==> src/rtl/rlsd_pkg.sv <==
`timescale 1ns / 1ps
// ----------------------------------------------------------------------------
// rlsd_pkg
// Types and constants shared by the run-length line sprite decoder.
// ----------------------------------------------------------------------------
package rlsd_pkg;

  localparam int unsigned FRAME_BYTES = 524288;

  localparam int unsigned CFG_INDEX_W = 2;
  localparam int unsigned CFG_DATA_W  = 11;

  localparam logic [CFG_INDEX_W-1:0] CFG_ORIGIN_X   = 2'd0;
  localparam logic [CFG_INDEX_W-1:0] CFG_ORIGIN_Y   = 2'd1;
  localparam logic [CFG_INDEX_W-1:0] CFG_LINE_COUNT = 2'd2;
  localparam logic [CFG_INDEX_W-1:0] CFG_ROW_PITCH  = 2'd3;

  localparam logic [10:0] ROW_PITCH_RESET = 11'd320;

  typedef struct packed {
    logic [7:0] data_byte;
    logic       object_start;
  } in_t;

  typedef struct packed {
    logic        write_enable;
    logic [18:0] write_address;
    logic [7:0]  run_length;
    logic [7:0]  pixel_value;
    logic        object_done;
    logic        range_error;
  } out_t;

  typedef struct packed {
    logic [9:0]  origin_x;
    logic [9:0]  origin_y;
    logic [9:0]  line_count;
    logic [10:0] row_pitch;
  } cfg_t;

endpackage

==> src/rtl/rlsd_core.sv <==
`timescale 1ns / 1ps
// ----------------------------------------------------------------------------
// rlsd_core
// Decoder state and the single-step update for one coded byte.
// ----------------------------------------------------------------------------
module rlsd_core
  import rlsd_pkg::*;
#(
  parameter int unsigned FrameBytes = FRAME_BYTES
) (
  input  logic clk_i,
  input  logic rst_ni,
  input  logic step_i,
  input  cfg_t cfg_i,
  input  in_t  req_i,
  output out_t res_o
);

  localparam logic [2:0] PhCntLo   = 3'd0;
  localparam logic [2:0] PhCntHi   = 3'd1;
  localparam logic [2:0] PhCode    = 3'd2;
  localparam logic [2:0] PhFillVal = 3'd3;
  localparam logic [2:0] PhLiteral = 3'd4;
  localparam logic [2:0] PhIdle    = 3'd5;

  localparam logic [20:0] PtrCap = 21'h100000;

  logic [2:0]  phase_q, phase_d;
  logic [15:0] lbl_q, lbl_d;
  logic [7:0]  cnt_lo_q, cnt_lo_d;
  logic [7:0]  lit_q, lit_d;
  logic [7:0]  fill_q, fill_d;
  logic [9:0]  line_q, line_d;
  logic [20:0] ptr_q, ptr_d;

  logic [2:0]  ph_eff;
  logic [9:0]  line_eff;
  logic [9:0]  line_next;
  logic        last_line;
  logic [21:0] base_addr;
  logic [22:0] start_addr;
  logic [20:0] start_ptr;
  logic [7:0]  run_len;
  logic [21:0] run_end;
  logic [20:0] ptr_adv;
  logic        run_fits;
  logic [15:0] lbl_m1;
  logic [7:0]  code_len;
  logic [15:0] lbl_code;
  logic [7:0]  lit_m1;
  logic [15:0] line_bytes;
  logic        do_emit;
  logic        do_end;
  logic [7:0]  b;

  always_comb begin
    b          = req_i.data_byte;
    ph_eff     = req_i.object_start ? PhCntLo : phase_q;
    line_eff   = req_i.object_start ? '0 : line_q;
    line_next  = line_eff + 10'd1;
    last_line  = line_next >= cfg_i.line_count;
    base_addr  = 22'(({1'b0, cfg_i.origin_y} + {1'b0, line_eff}) * cfg_i.row_pitch);
    start_addr = {1'b0, base_addr} + 23'(cfg_i.origin_x);
    start_ptr  = (start_addr > 23'(PtrCap)) ? PtrCap : start_addr[20:0];
    run_len    = (ph_eff == PhFillVal) ? fill_q : 8'd1;
    run_end    = {1'b0, ptr_q} + 22'(run_len);
    ptr_adv    = (run_end > 22'(PtrCap)) ? PtrCap : run_end[20:0];
    run_fits   = run_end <= 22'(FrameBytes);
    lbl_m1     = (lbl_q != '0) ? lbl_q - 16'd1 : '0;
    code_len   = {1'b0, b[7:1]} + 8'd1;
    lbl_code   = (lbl_m1 > 16'(code_len)) ? lbl_m1 - 16'(code_len) : '0;
    lit_m1     = (lit_q != '0) ? lit_q - 8'd1 : '0;
    line_bytes = {b, cnt_lo_q};

    phase_d  = ph_eff;
    lbl_d    = lbl_q;
    cnt_lo_d = cnt_lo_q;
    lit_d    = lit_q;
    fill_d   = fill_q;
    line_d   = line_eff;
    ptr_d    = ptr_q;
    do_emit  = 1'b0;
    do_end   = 1'b0;

    unique case (ph_eff)
      PhCntLo: begin
        if (line_eff >= cfg_i.line_count) begin
          phase_d = PhIdle;
        end else begin
          cnt_lo_d = b;
          phase_d  = PhCntHi;
        end
      end
      PhCntHi: begin
        lbl_d = line_bytes;
        ptr_d = start_ptr;
        if (line_bytes == '0) begin
          do_end = 1'b1;
        end else begin
          phase_d = PhCode;
        end
      end
      PhCode: begin
        if (b[0]) begin
          lbl_d   = lbl_m1;
          fill_d  = code_len;
          phase_d = PhFillVal;
        end else begin
          lbl_d   = lbl_code;
          lit_d   = code_len;
          phase_d = PhLiteral;
        end
      end
      PhFillVal: begin
        lbl_d   = lbl_m1;
        do_emit = 1'b1;
        ptr_d   = ptr_adv;
        if (lbl_m1 == '0) begin
          do_end = 1'b1;
        end else begin
          phase_d = PhCode;
        end
      end
      PhLiteral: begin
        do_emit = 1'b1;
        ptr_d   = ptr_adv;
        lit_d   = lit_m1;
        if (lit_m1 == '0) begin
          if (lbl_q == '0) begin
            do_end = 1'b1;
          end else begin
            phase_d = PhCode;
          end
        end
      end
      default: begin
        phase_d = PhIdle;
      end
    endcase

    res_o = '0;
    if (do_end) begin
      line_d            = line_next;
      phase_d           = last_line ? PhIdle : PhCntLo;
      res_o.object_done = last_line;
    end
    if (do_emit && (b != '0)) begin
      if (!run_fits) begin
        res_o.range_error = 1'b1;
      end else begin
        res_o.write_enable  = 1'b1;
        res_o.write_address = ptr_q[18:0];
        res_o.run_length    = run_len;
        res_o.pixel_value   = b;
      end
    end
  end

  always_ff @(posedge clk_i or negedge rst_ni) begin
    if (!rst_ni) begin
      phase_q  <= PhCntLo;
      lbl_q    <= '0;
      cnt_lo_q <= '0;
      lit_q    <= '0;
      fill_q   <= '0;
      line_q   <= '0;
      ptr_q    <= '0;
    end else if (step_i) begin
      phase_q  <= phase_d;
      lbl_q    <= lbl_d;
      cnt_lo_q <= cnt_lo_d;
      lit_q    <= lit_d;
      fill_q   <= fill_d;
      line_q   <= line_d;
      ptr_q    <= ptr_d;
    end
  end

endmodule

==> src/rtl/rle_line_sprite_decoder.sv <==
`timescale 1ns / 1ps
// ----------------------------------------------------------------------------
// rle_line_sprite_decoder
// Decodes a run-length coded line sprite byte stream into pixel run writes.
// ----------------------------------------------------------------------------
//   channel  | direction | handshake               | payload
//   request  | in        | in_valid_i / in_stall_o | in_req_i (in_t)
//   result   | out       | out_valid_o/out_stall_i | out_res_o (out_t)
//   config   | in        | cfg_we_i                | cfg_index_i, cfg_data_i
//
// Every request produces exactly one result; one request per cycle is sustained
// while the result is not stalled. A request is captured in the input register,
// then decoded in a single step into the result register. The row start
// multiply and the run bounds check set the path.
// Reset clears the decoder state and loads the register reset values.
// A stalled result holds the input register; a new request is still taken
// while the input register is empty or moving on.
module rle_line_sprite_decoder
  import rlsd_pkg::*;
#(
  parameter int unsigned FrameBytes = FRAME_BYTES
) (
  input  logic                   clk_i,
  input  logic                   rst_ni,
  input  logic                   in_valid_i,
  output logic                   in_stall_o,
  input  in_t                    in_req_i,
  output logic                   out_valid_o,
  input  logic                   out_stall_i,
  output out_t                   out_res_o,
  input  logic                   cfg_we_i,
  input  logic [CFG_INDEX_W-1:0] cfg_index_i,
  input  logic [CFG_DATA_W-1:0]  cfg_data_i
);

  cfg_t cfg_q;
  in_t  in_q;
  logic in_vld_q;
  out_t out_q;
  logic out_vld_q;
  out_t res;
  logic advance;
  logic in_acc;

  assign advance    = in_vld_q && (!out_vld_q || !out_stall_i);
  assign in_stall_o = in_vld_q && out_vld_q && out_stall_i;
  assign in_acc     = in_valid_i && !in_stall_o;

  always_ff @(posedge clk_i or negedge rst_ni) begin
    if (!rst_ni) begin
      cfg_q.origin_x   <= '0;
      cfg_q.origin_y   <= '0;
      cfg_q.line_count <= '0;
      cfg_q.row_pitch  <= ROW_PITCH_RESET;
    end else if (cfg_we_i) begin
      unique case (cfg_index_i)
        CFG_ORIGIN_X:   cfg_q.origin_x   <= cfg_data_i[9:0];
        CFG_ORIGIN_Y:   cfg_q.origin_y   <= cfg_data_i[9:0];
        CFG_LINE_COUNT: cfg_q.line_count <= cfg_data_i[9:0];
        CFG_ROW_PITCH:  cfg_q.row_pitch  <= cfg_data_i;
        default: ;
      endcase
    end
  end

  always_ff @(posedge clk_i or negedge rst_ni) begin
    if (!rst_ni) begin
      in_vld_q  <= 1'b0;
      out_vld_q <= 1'b0;
    end else begin
      in_vld_q  <= in_acc || (in_vld_q && !advance);
      out_vld_q <= advance || (out_vld_q && out_stall_i);
    end
  end

  always_ff @(posedge clk_i) begin
    if (in_acc) begin
      in_q <= in_req_i;
    end
    if (advance) begin
      out_q <= res;
    end
  end

  rlsd_core #(
    .FrameBytes(FrameBytes)
  ) u_core (
    .clk_i (clk_i),
    .rst_ni(rst_ni),
    .step_i(advance),
    .cfg_i (cfg_q),
    .req_i (in_q),
    .res_o (res)
  );

  assign out_valid_o = out_vld_q;
  assign out_res_o   = out_q;

  assert property (@(posedge clk_i) disable iff (!rst_ni)
    out_valid_o |-> !(out_res_o.write_enable && out_res_o.range_error))
    else $error("write issued together with a range error");

  assert property (@(posedge clk_i) disable iff (!rst_ni)
    (out_valid_o && !out_res_o.write_enable) |->
      (out_res_o.write_address == '0 && out_res_o.run_length == '0 &&
       out_res_o.pixel_value == '0))
    else $error("idle result carries a nonzero payload");

  assert property (@(posedge clk_i) disable iff (!rst_ni)
    (out_valid_o && out_res_o.write_enable) |->
      (out_res_o.run_length != '0 && out_res_o.run_length <= 8'd128 &&
       out_res_o.pixel_value != '0))
    else $error("write with bad run length or transparent value");

  assert property (@(posedge clk_i) disable iff (!rst_ni)
    advance |=> out_vld_q)
    else $error("decoded request lost before the result register");

endmodule
==> config.mk <==
export PLATFORM = sky130hd
export DESIGN_NAME = rle_line_sprite_decoder
export DESIGN_NICKNAME = d
export VERILOG_FILES = /design/src/rtl/rlsd_pkg.sv /design/src/rtl/rlsd_core.sv /design/src/rtl/rle_line_sprite_decoder.sv
export SDC_FILE = /design/constraint.sdc
export NUM_CORES = 1
export LEC_CHECK = 0
export BUFFER_PORTS_ARGS = -buffer_cell sky130_fd_sc_hd__buf_2
export CORE_MARGIN = 2
export CORE_UTILIZATION = 30
export CTS_BUF_LIST = sky130_fd_sc_hd__clkbuf_8
export CTS_CLUSTER_DIAMETER = 200
export CTS_CLUSTER_SIZE = 20
export DETAILED_ROUTE_END_ITERATION = 6
export SETUP_SLACK_MARGIN = 0.4
export SKIP_CTS_REPAIR_TIMING = 1
export SLEW_MARGIN = 40
export SYNTH_ARGS = -nofsm -noshare
export SYNTH_HDL_FRONTEND = slang
export SYNTH_SLANG_ARGS = --single-unit
==> constraint.sdc <==
create_clock -name clk_i -period 9.1 [get_ports clk_i]
set_clock_uncertainty 0.15 [all_clocks]
set_input_delay 1.82 -clock clk_i [delete_from_list [all_inputs] [get_ports clk_i]]
set_output_delay 1.82 -clock clk_i [all_outputs]
set_load 0.01 [all_outputs]
==> reports/metrics.cfg <==
[critical_path]
r2r-start=in_q[0]$_DFFE_PP_
cp-startpoint=in_q[0]$_DFFE_PP_
path_class=flip-flop to flip-flop
worst_ep_required_time_ns=9.37
crit_end=u_core.ptr_q[3]$_DFFE_PN0P_
reg2reg_depth=35
crit_path_max_incr_delay_ns=0.54
rrSetupSlack_ns=0.68
start_kind=flip-flop
r2r_end=u_core.ptr_q[3]$_DFFE_PN0P_
critPathSlowestCell=fa_1
arrival_ns=8.69
crit_top_cell=fa_1
cp_max_fo=8
end_kind=flip-flop

[synthesis]
yosys-top-cells-area=dfrtp_1 18%, fa_1 11%, ha_1 9.2%
yosysWarnings=0
ys_top_cells_by_count=142 x inv_1, 133 x nand2_1, 115 x dfrtp_1
synth_most_common_cell=inv_1
yosysSeqAreaShare=0.2788
synth_top_cell_area_share=0.1848
ys_types=84
ys_async_sr_fraction=0.7134
synth_top_area_cell=dfrtp_1
synth_seq_cells=164
syn_nets=1954
syn_inst=1730
synth_area_mm2=0.01557
synthFlopType=dfrtp_1
syn_avg_cell_area_um2=9.001
synth_edf_count=47

[routing]
vias=13050
drt_iter0_markers=1037
via_per_inst=5.275
dr.pass1.iters=6
wirelength_um=41310
routedWlPerCell_um=16.70
drc=0
antenna_left=0

[sta]
hold_ws_ns=0.3308
final.setup.tns_ns=0
rsz0062_at_grt=yes
worstMarginPinSlew_ns=0.8226
slew_viol_final=0
fmax_mhz=118.7
min_period_ns=8.422
hold_viol_final=0
maxSlewHeadroom=0.4516
finalCritPeriodShare=0.9255
setup_viol=0

[layout]
areaGrowthSynthToFinish_pct=12.94
n_antenna_cell=0
drive_above_1_share=0.1656
nets=2005
multi_input_comb_area_mm2=0.01065
regArea_mm2=0.004342
nFillCells=5334
final_cells=2474
final_util=0.3428

[grt]
gr-total-overflow=0
use_met1=0.2231
use_met3=0.02628
grtUsageTotal=0.1554
grtUsageMet2=0.2404
antenna_found_initial=0
grt_pass1_wl_um=67880
grt_max_degree=61
grt_pass1_vias=12820
grt.busiest_layer=met2

[clock_network]
cts_sinks=164
numCtsBuffers=17
clkLatencyLatePin_ns=0.51
cts_tree=yes
cts.htree.levels=4
clockBufferDepth=2
clk_pin_slew_worst_paths_ns=0.09
clock-root-buffer=clkbuf_8

[floorplanning]
fp-row-count=83
start_util=0.3035
core_mm2=0.05130
pin_count=67
die_x_um=231.8
die_area_mm2=0.05374
die_height_um=231.8

[flow_run]
drv_cap=0

[place]
place_hpwl_um=31440
gp_congestion=0.8833
numPortBuffers=66
dp.cells=2411

[outcome]
outcome=finished clean

[worst_hold_path]
min_path_type=flip-flop to flip-flop

-- worst min path at each step --
stage | from | endpoint | slack [ns] | cells after the start
floorplan | u_core.fill_q[0]$_DFFE_PN0P_ | u_core.fill_q[0]$_DFFE_PN0P_ | 0.29 | 2
global placement | u_core.fill_q[0]$_DFFE_PN0P_ | u_core.fill_q[0]$_DFFE_PN0P_ | 0.31 | 2
detailed placement | u_core.fill_q[0]$_DFFE_PN0P_ | u_core.fill_q[0]$_DFFE_PN0P_ | 0.31 | 2
CTS | u_core.fill_q[0]$_DFFE_PN0P_ | u_core.fill_q[0]$_DFFE_PN0P_ | 0.34 | 2
global route | cfg_q[19]$_DFFE_PN0P_ | cfg_q[19]$_DFFE_PN0P_ | 0.37 | 1
finish | u_core.fill_q[0]$_DFFE_PN0P_ | u_core.fill_q[0]$_DFFE_PN0P_ | 0.33 | 2
-- state kept, by name, summed over array words and instances (netlist names) --
register	cells
out_valid_o	1
u_core.lit_q	8
in_q	9
u_core.cnt_lo_q	8
in_vld_q	1
u_core.ptr_q	21
cfg_q	41
out_res_o	38
u_core.line_q	10
u_core.fill_q	8
u_core.lbl_q	16
u_core.phase_q	3
-- area by class of cell --
cell class	count	share of cell area
flip-flops and latches	164	0.2469
clock buffers	17	0.01330
multi-input cells	1324	0.6058
clock inverters	15	0.007186
repair buffers	130	0.04767
well taps	680	0.04838
inverters	144	0.03074
-- layer usage --
metal  share of wire  vias up
li1                -     6287
met1            0.49     6395
met2            0.45      328
met3           0.051       41
met4           0.017        0
met5               0        -
-- cell families after synthesis --
group	share of synthesized area
and+or+nand+nor	0.2108
AOI/OAI and AO/OA	0.1672
buffers and inverters	0.05930
adders and majority gates	0.2002
DFF	0.2788
xor gates and xnor gates	0.04556
muxes	0.03809
-- cell usage in the layout (no fill, tap or decap), types with 12 or more instances in the layout --
master / Yosys / layout
dfrtp_1: 115 / 115
a21o_1: 25 / 25
nor4_1: 15 / 13
nand2_1: 133 / 132
nand4b_1: 12 / 12
and2_1: 100 / 100
nand2b_1: 13 / 13
xnor2_1: 49 / 44
and3_1: 33 / 31
ha_1: 114 / 107
or3_1: 14 / 13
a21oi_1: 71 / 64
o31ai_1: 16 / 14
fa_1: 83 / 83
nor2_1: 89 / 82
a211oi_1: 19 / 16
inv_1: 142 / 145
buf_2: 9 / 66
nand3_1: 63 / 63
edfxtp_1: 47 / 47
nand4_1: 22 / 22
xor2_1: 32 / 31
nor3_1: 43 / 40
a22o_1: 12 / 12
a31oi_1: 14 / 13
buf_4: 0 / 56
mux2_2: 50 / 49
nand3b_1: 17 / 17
nor3b_1: 14 / 13
o21ai_0: 87 / 79
clkbuf_8: 0 / 17
-- metrics by stage --
stage	cell area (µm²)	setup WS [ns]
detailed placement	16680	0.05836
finish	17590	0.6776
global route	17590	0.3041
CTS	17040	0.01784
global placement	16640	0.3790
floorplan	15590	0.4096
-- worst max-delay path, delay by kind of cell, from the launching register on --
family | cells | cell delay [ns]
AO/OA/AOI/OAI | 6 | 1.12
XOR/XNOR | 2 | 0.28
adder cells (fa/ha/maj) | 10 | 3.92
buffers and inverters | 7 | 0.82
flip-flops | 1 | 0.49
multiplexers | 1 | 0.34
AND/OR/NAND/NOR | 9 | 1.19
Power is not shown: default switching activity piles up to over one toggle a cycle in this logic, so the estimate is an artifact.
